File: src/sv/iss_pkg.sv
// Package: shared constants, state type and emit-load struct of the set sorter.
package iss_pkg;

  localparam int DATA_W    = 32;
  localparam int DEPTH_DEF = 64;

  typedef enum logic [1:0] {
    ST_IDLE,
    ST_SHIFT,
    ST_PLACE,
    ST_EMIT
  } iss_state_t;

  typedef struct packed {
    logic              valid;
    logic [DATA_W-1:0] data;
    logic              last;
    logic              ovf;
  } iss_load_t;

endpackage

File: src/sv/iss_ram.sv
// Generic single-clock RAM: one write port, one read port with registered data.
module iss_ram #(
  parameter int WIDTH = 32,
  parameter int DEPTH = 64,
  localparam int AW = (DEPTH > 1) ? $clog2(DEPTH) : 1
) (
  input  logic             clk,
  input  logic             we,
  input  logic [AW-1:0]    waddr,
  input  logic [WIDTH-1:0] wdata,
  input  logic             re,
  input  logic [AW-1:0]    raddr,
  output logic [WIDTH-1:0] rdata
);

  logic [WIDTH-1:0] mem [DEPTH];

  // Write and registered read
  always_ff @(posedge clk) begin
    if (we) begin
      mem[waddr] <= wdata;
    end
    if (re) begin
      rdata <= mem[raddr];
    end
  end

endmodule

File: src/sv/iss_ctrl.sv
// Controller: insertion into the RAM on load, sequential RAM readout on emit.
module iss_ctrl import iss_pkg::*; #(
  parameter int DEPTH = DEPTH_DEF,
  localparam int AW = (DEPTH > 1) ? $clog2(DEPTH) : 1,
  localparam int CW = $clog2(DEPTH + 1)
) (
  input  logic              clk,
  input  logic              rst_n,
  input  logic              in_valid,
  output logic              in_ready,
  input  logic [DATA_W-1:0] in_value,
  input  logic              in_last,
  output logic              ram_we,
  output logic [AW-1:0]     ram_waddr,
  output logic [DATA_W-1:0] ram_wdata,
  output logic              ram_re,
  output logic [AW-1:0]     ram_raddr,
  input  logic [DATA_W-1:0] ram_rdata,
  input  logic              out_free,
  output iss_load_t         load
);

  iss_state_t        state_r, state_nxt;
  logic [CW-1:0]     count_r, count_nxt;
  logic              ovf_r, ovf_nxt;
  logic              rd_pend_r, rd_pend_nxt;
  logic              rd_last_r, rd_last_nxt;
  logic [DATA_W-1:0] key_r, key_nxt;
  logic [AW-1:0]     pos_r, pos_nxt;
  logic              last_pend_r, last_pend_nxt;
  logic [AW-1:0]     emit_idx_r, emit_idx_nxt;

  logic in_acc;
  logic has_room;
  logic key_less;
  logic issue;

  assign in_ready = (state_r == ST_IDLE);
  assign in_acc   = in_valid && in_ready;
  assign has_room = (count_r < CW'(DEPTH));
  assign key_less = ($signed(key_r) < $signed(ram_rdata));
  assign issue    = (state_r == ST_EMIT) && !rd_pend_r && out_free;

  // Next state
  always_comb begin
    state_nxt = state_r;
    case (state_r)
      ST_IDLE: begin
        if (in_acc) begin
          if (has_room && (count_r != '0)) begin
            state_nxt = ST_SHIFT;
          end else if (in_last) begin
            state_nxt = ST_EMIT;
          end
        end
      end
      ST_SHIFT: begin
        if (key_less) begin
          if (pos_r == AW'(1)) begin
            state_nxt = ST_PLACE;
          end
        end else begin
          state_nxt = last_pend_r ? ST_EMIT : ST_IDLE;
        end
      end
      ST_PLACE: begin
        state_nxt = last_pend_r ? ST_EMIT : ST_IDLE;
      end
      ST_EMIT: begin
        if (rd_pend_r && rd_last_r) begin
          state_nxt = ST_IDLE;
        end
      end
      default: state_nxt = ST_IDLE;
    endcase
  end

  // Datapath, RAM controls and readout
  always_comb begin
    count_nxt     = count_r;
    ovf_nxt       = ovf_r;
    key_nxt       = key_r;
    pos_nxt       = pos_r;
    last_pend_nxt = last_pend_r;
    emit_idx_nxt  = (state_r == ST_EMIT) ? emit_idx_r : '0;
    rd_pend_nxt   = issue;
    rd_last_nxt   = rd_last_r;
    ram_we        = 1'b0;
    ram_waddr     = pos_r;
    ram_wdata     = key_r;
    ram_re        = 1'b0;
    ram_raddr     = pos_r - 1'b1 - 1'b1;
    load.valid    = rd_pend_r;
    load.data     = ram_rdata;
    load.last     = rd_last_r;
    load.ovf      = ovf_r;
    case (state_r)
      ST_IDLE: begin
        if (in_acc) begin
          key_nxt       = in_value;
          last_pend_nxt = in_last;
          pos_nxt       = count_r[AW-1:0];
          if (!has_room) begin
            // store full: drop the value
            ovf_nxt = 1'b1;
          end else if (count_r == '0) begin
            // empty store: place directly
            ram_we    = 1'b1;
            ram_waddr = '0;
            ram_wdata = in_value;
            count_nxt = count_r + 1'b1;
          end else begin
            // fetch the current tail to start the walk
            ram_re    = 1'b1;
            ram_raddr = AW'(count_r - 1'b1);
          end
        end
      end
      ST_SHIFT: begin
        ram_we = 1'b1;
        if (key_less) begin
          // move the larger entry up one slot and, unless it came from slot 0, look one further down
          ram_wdata = ram_rdata;
          pos_nxt   = pos_r - 1'b1;
          ram_re    = (pos_r != AW'(1));
        end else begin
          ram_wdata = key_r;
          count_nxt = count_r + 1'b1;
        end
      end
      ST_PLACE: begin
        ram_we    = 1'b1;
        ram_waddr = '0;
        ram_wdata = key_r;
        count_nxt = count_r + 1'b1;
      end
      ST_EMIT: begin
        if (issue) begin
          ram_re       = 1'b1;
          ram_raddr    = emit_idx_r;
          rd_last_nxt  = ((CW'(emit_idx_r) + CW'(1)) == count_r);
          emit_idx_nxt = emit_idx_r + 1'b1;
        end
        if (rd_pend_r && rd_last_r) begin
          // set handed off: clear for the next one
          count_nxt = '0;
          ovf_nxt   = 1'b0;
        end
      end
      default: ;
    endcase
  end

  // Control registers
  always_ff @(posedge clk) begin
    if (!rst_n) begin
      state_r   <= ST_IDLE;
      count_r   <= '0;
      ovf_r     <= 1'b0;
      rd_pend_r <= 1'b0;
    end else begin
      state_r   <= state_nxt;
      count_r   <= count_nxt;
      ovf_r     <= ovf_nxt;
      rd_pend_r <= rd_pend_nxt;
    end
  end

  // Payload registers
  always_ff @(posedge clk) begin
    key_r       <= key_nxt;
    pos_r       <= pos_nxt;
    last_pend_r <= last_pend_nxt;
    emit_idx_r  <= emit_idx_nxt;
    rd_last_r   <= rd_last_nxt;
  end

endmodule

File: src/sv/iss_out.sv
// Output register: holds one result item until the receiver takes it.
module iss_out import iss_pkg::*; (
  input  logic              clk,
  input  logic              rst_n,
  input  iss_load_t         load,
  output logic              out_free,
  output logic              out_valid,
  input  logic              out_ready,
  output logic [DATA_W-1:0] out_data,
  output logic              out_last,
  output logic              out_ovf
);

  logic              valid_r, valid_nxt;
  logic [DATA_W-1:0] data_r;
  logic              last_r;
  logic              ovf_r;

  assign out_free  = !valid_r || out_ready;
  assign out_valid = valid_r;
  assign out_data  = data_r;
  assign out_last  = last_r;
  assign out_ovf   = ovf_r;

  // Fill on load, drain on handshake
  always_comb begin
    valid_nxt = valid_r;
    if (load.valid) begin
      valid_nxt = 1'b1;
    end else if (out_ready) begin
      valid_nxt = 1'b0;
    end
  end

  always_ff @(posedge clk) begin
    if (!rst_n) begin
      valid_r <= 1'b0;
    end else begin
      valid_r <= valid_nxt;
    end
  end

  always_ff @(posedge clk) begin
    if (load.valid) begin
      data_r <= load.data;
      last_r <= load.last;
      ovf_r  <= load.ovf;
    end
  end

endmodule

File: src/sv/integer_set_sorter.sv
// Top level: sorts a set of signed 32-bit values and streams them back ascending.
//
// Input channel in_*: one signed value per item in in_tdata; in_tlast marks the
// final value of the set, which is itself a member. Output channel out_*: the
// stored values in ascending order, duplicates kept, out_tlast on the final one
// and out_tuser set on every result when values were dropped for lack of room.
// Up to DEPTH values are kept in one RAM; further values are dropped.
// Loading is an insertion sort in the RAM: an item into an empty store is
// written directly, one that finds no room is dropped, and otherwise the walk
// goes down the sorted entries with one RAM read and one write per cycle,
// moving each larger entry up one slot, with a final write when the item goes
// to slot 0. After the final item is placed, each result is read from the RAM
// into the output register; the next read waits until that result is loaded.
// The next set's first item is taken as soon as the final result sits in the
// output register. A receiver stall holds the output register and pauses the
// readout; nothing is lost. Reset (rst_n low, synchronous) empties the set and
// clears the overflow flag; RAM contents are not cleared and need not be.
module integer_set_sorter import iss_pkg::*; #(
  parameter int DEPTH = DEPTH_DEF
) (
  input  logic              clk,
  input  logic              rst_n,
  input  logic              in_tvalid,
  output logic              in_tready,
  input  logic [DATA_W-1:0] in_tdata,   // [31:0] value
  input  logic              in_tlast,
  output logic              out_tvalid,
  input  logic              out_tready,
  output logic [DATA_W-1:0] out_tdata,  // [31:0] sorted_value
  output logic              out_tlast,
  output logic [0:0]        out_tuser   // [0] overflow
);

  localparam int AW = (DEPTH > 1) ? $clog2(DEPTH) : 1;

  logic              ram_we;
  logic [AW-1:0]     ram_waddr;
  logic [DATA_W-1:0] ram_wdata;
  logic              ram_re;
  logic [AW-1:0]     ram_raddr;
  logic [DATA_W-1:0] ram_rdata;
  logic              out_free;
  iss_load_t         load;

  iss_ctrl #(
    .DEPTH (DEPTH)
  ) u_ctrl (
    .clk       (clk),
    .rst_n     (rst_n),
    .in_valid  (in_tvalid),
    .in_ready  (in_tready),
    .in_value  (in_tdata),
    .in_last   (in_tlast),
    .ram_we    (ram_we),
    .ram_waddr (ram_waddr),
    .ram_wdata (ram_wdata),
    .ram_re    (ram_re),
    .ram_raddr (ram_raddr),
    .ram_rdata (ram_rdata),
    .out_free  (out_free),
    .load      (load)
  );

  iss_ram #(
    .WIDTH (DATA_W),
    .DEPTH (DEPTH)
  ) u_ram (
    .clk   (clk),
    .we    (ram_we),
    .waddr (ram_waddr),
    .wdata (ram_wdata),
    .re    (ram_re),
    .raddr (ram_raddr),
    .rdata (ram_rdata)
  );

  iss_out u_out (
    .clk       (clk),
    .rst_n     (rst_n),
    .load      (load),
    .out_free  (out_free),
    .out_valid (out_tvalid),
    .out_ready (out_tready),
    .out_data  (out_tdata),
    .out_last  (out_tlast),
    .out_ovf   (out_tuser[0])
  );

endmodule

File: config.mk
export PLATFORM = sky130hd
export DESIGN_NAME = integer_set_sorter
export DESIGN_NICKNAME = d
export VERILOG_FILES = /design/src/sv/iss_pkg.sv /design/src/sv/iss_ram.sv /design/src/sv/iss_ctrl.sv /design/src/sv/iss_out.sv /design/src/sv/integer_set_sorter.sv
export SDC_FILE = /design/constraint.sdc
export NUM_CORES = 2
export LEC_CHECK = 0
export ABC_AREA = 1
export BUFFER_PORTS_ARGS = -buffer_cell sky130_fd_sc_hd__buf_2
export CAP_MARGIN = 10
export CORE_ASPECT_RATIO = 1.75
export CORE_MARGIN = 5
export CORE_UTILIZATION = 43
export CTS_CLUSTER_SIZE = 8
export DETAILED_ROUTE_END_ITERATION = 10
export GPL_ROUTABILITY_DRIVEN = 0
export PLACE_DENSITY = 0.64
export RECOVER_POWER = 50
export SLEW_MARGIN = 25
export SYNTH_ARGS = -nofsm -noshare
export SYNTH_HDL_FRONTEND = slang
export SYNTH_SLANG_ARGS = --single-unit
File: constraint.sdc
create_clock -name clk -period 5 [get_ports clk]
set_clock_uncertainty 0.2 [all_clocks]
set_input_delay 0.75 -clock clk [delete_from_list [all_inputs] [get_ports clk]]
set_output_delay 0.75 -clock clk [all_outputs]
set_load 0.03 [all_outputs]
==> results.py <==
metrics = {
    "outcome": {
        "status": "finished, final reports clean",
    },
    "routing": {
        "dr.pass1.iters": 9,
        "avgViaCountPerCell": 5.76,
        "detail_route.wl_per_cell_um": 24.7,
        "ant_nets": 0,
        "drt_iter0_drc": 7199,
        "vias": 67155,
        "drc": 0,
        "routed_wl_um": 288000,
    },
    "global_route": {
        "grt_pass1_wl_um": 423000,
        "grt_start_max_net_pins": 155,
        "grt_overflow": 0,
        "antenna_found_initial": 5,
        "grt_pass1_vias": 65634,
        "gr-usage-all-layers_pct": 23.8,
    },
    "final_layout": {
        "num-fill-cells": 19247,
        "syn_to_final_growth_pct": 13.9,
        "layout-drive-gt1-share_pct": 7.79,
        "layout.nets": 8808,
    },
    "setup_path": {
        "arrival_ns": 4.99,
        "crit_buf_inv": 4,
        "end_kind": "flip-flop",
        "cp_top_family": "compound AO/OA/AOI/OAI gates",
        "slowest_stage": "o21ai_0",
        "critPathRequiredTime_ns": 5.29,
        "r2r_slack_ns": 0.30,
        "critPathLaunchType": "flip-flop",
        "timing_worst_setup_path_type": "reg2reg",
        "path_max_fanout": 39,
        "cp_slowest_stage_delay_ns": 0.88,
        "path_cells": "inv_1, ha_1, nand2_1, inv_1, o21ai_0, a21oi_1, nor2_1, nand2_1, nand2_1, nand3_1, clkbuf_1, nand4_1, o2111ai_2, buf_4",
        "rr_startpoint": "u_ram.rdata[9]",
        "crit_start": "u_ram.rdata[9]",
        "cp_common_cell": "nand2_1",
    },
    "sta": {
        "max_freq_ghz": 0.213,
        "hold_violations": 0,
        "rsz0062_at_grt": "false",
        "setup_violations": 0,
        "fin_crit_sh_pct": 94.0,
        "slew_violations": 0,
        "max-slew-margin-rel_pct": 5.29,
        "finalSetupTns_ns": 0,
        "worstMarginPinSlew_ns": 1.42,
        "layout_min_cycle_time_ns": 4.70,
    },
    "run": {
        "max_cap_violations": 0,
    },
    "cts": {
        "cts_root_buf": "clkbuf_16",
        "clk_pin_slew_worst_paths_ns": 0.05,
        "clockBufferDepth": 4,
        "cts_buffers": 313,
        "cts_resized": 0,
        "cts.sinks": 2172,
        "clock_latency_ns": 0.83,
        "cts_tree": "built",
        "cts.htree.levels": 5,
    },
    "yosys": {
        "ys_async_sr_fraction_pct": 0,
        "synth-edff-count": 2154,
        "ys.flop_type": "edfxtp_1",
        "synth_most_common_cell": "edfxtp_1",
        "synthTopCellsByCount": "edfxtp_1 (2154), nand3_1 (2023), nand2_1 (1368)",
        "synth.net_count": 8691,
        "syn_avg_cell_area_sq_um": 11.2,
        "netlist-cell-type-count": 45,
        "synth_top_cell_area_share_pct": 67.1,
        "yosys_warnings": 0,
        "ys_ff_latch": 2172,
        "synthesis.area_sq_um": 96500,
        "netlist_instances": 8613,
        "synth.top_cells.by_area": "edfxtp_1 (67%), nand3_1 (10%), nand3b_1 (6.5%)",
        "ys_seq_area_share_pct": 67.4,
        "yosysTopAreaCell": "edfxtp_1",
    },
    "worst_hold_path": {
        "hp-start": "in_tdata[4]",
        "hp-class": "in2reg",
    },
    "die": {
        "core_area_sq_um": 224000,
        "die-area_sq_um": 234000,
        "die_y_um": 637,
        "rows": 230,
        "fp.dieW_um": 368,
        "initial_core_util_pct": 43.1,
        "ioPinCount": 73,
    },
    "place": {
        "dp_hpwl_um": 159000,
        "io_buffer_count": 72,
    },
}
[placed cells by master, fill, tap and decap left out, types with 3 or more instances in the layout]
cell / count
edfxtp_1: 2154
nand3_1: 2021
nand2_1: 1366
inv_1: 1170
nand3b_1: 831
clkbuf_16: 318
nor2_1: 166
buf_4: 118
buf_12: 113
clkbuf_1: 85
o21ai_0: 42
ha_1: 41
a21oi_1: 34
nor2_4: 34
dlygate4sd3_1: 29
nand4_1: 24
o211ai_1: 23
or2_1: 20
dfxtp_1: 18
clkbuf_2: 16
xor2_1: 14
clkbuf_4: 14
inv_6: 10
inv_2: 9
or2_2: 9
a22oi_1: 8
nor2_2: 7
o22ai_1: 7
nor3_1: 7
nand2_2: 5
nand2_8: 5
or2_0: 4
buf_2: 4
o21a_1: 3
nand3_2: 3
xnor2_1: 3
clkinv_8: 3
[flip-flops by register name (all words and copies together) (netlist names)]
signal / count
u_ctrl.count_r: 7
u_ctrl.emit_idx_r: 6
u_ctrl.key_r: 32
u_ctrl.last_pend_r: 1
u_ctrl.ovf_r: 1
u_ctrl.pos_r: 6
u_ctrl.rd_last_r: 1
u_ctrl.rd_pend_r: 1
u_ctrl.state_r: 2
u_out.out_data: 32
u_out.out_last: 1
u_out.out_ovf: 1
u_out.out_valid: 1
u_ram.mem: 2048
u_ram.rdata: 32
[area by class of cell]
| cell class | instances | area [sq um] | area share (%) |
|---|---|---|---|
| antenna | 1 | 2.50 | 0.00228 |
| clock buffer | 332 | 8010 | 7.29 |
| clock inverter | 13 | 158 | 0.144 |
| inverter | 1184 | 4470 | 4.07 |
| multi-input combinational | 4694 | 24600 | 22.4 |
| sequential | 2172 | 65000 | 59.2 |
| tap | 2900 | 3630 | 3.30 |
| timing repair buffer | 365 | 3910 | 3.56 |
[through the flow]
| step | setup slack [ns] | hold slack, ns | instance area, sq um | instances | util (%) |
|---|---|---|---|---|---|
| after CTS | 0.575 | 0.0000101 | 110000 | 11660 | 49.3 |
| after global routing | 0.201 | 0.116 | 110000 | 11661 | 49.1 |
| after global placement | 0.468 | 0.217 | 102000 | 11286 | 45.5 |
| final | 0.302 | 0.133 | 110000 | 11661 | 49.1 |
| after floorplan | 0.475 | 0.203 | 96500 | 8613 | - |
| after detailed placement | 0.579 | 0.223 | 102000 | 11286 | 45.5 |
[logic make-up (layout without fill, tap and decap cells)]
kind of cell,after synthesis,count (layout),share of synthesized area (%)
and+or+nand+nor,4505,4505,23.6
buffers and inverters,1747,1894,7.45
DFF,2172,2172,67.4
other,0,1,0
AOI/OAI and AO/OA,131,131,0.826
adders and majority gates,41,41,0.532
xor gates and xnor gates,17,17,0.154
[worst reg2reg max path, delay by kind of cell, from the launching register on]
family	cells	cell delay, ns
buf+inv	4	0.96
flops	1	0.39
simple gates	6	0.79
fa+ha+maj	1	0.30
compound gates	3	1.73
[layer usage]
metal | share of wire, % | track usage [%] | up-vias
li1 | - | - | 29771
met1 | 36 | 28.5 | 32978
met2 | 50 | 42.0 | 3481
met3 | 7.7 | 3.08 | 919
met4 | 5.8 | 12.2 | 6
met5 | 0.012 | 0 | -
[worst paths after layout]
| check | to | depth (start not counted) |
|---|---|---|
| setup / recovery | u_ram.mem[11][9] | 14 |
| hold reg to reg | u_out.out_ovf | 0 |
| setup reg to reg | u_ram.mem[11][9] | 14 |
| hold / removal | u_ctrl.key_r[4] | 1 |
[timing repair]
item,CTS,global route
setup buffers,0,0
setup endpoints to repair,0,0
hold buffers,29,0
endpoints found under the hold margin,29,0
Power is left out: the tool's default activity adds up to more than one toggle a clock period on the data nets, which glitch-free logic cannot reach.
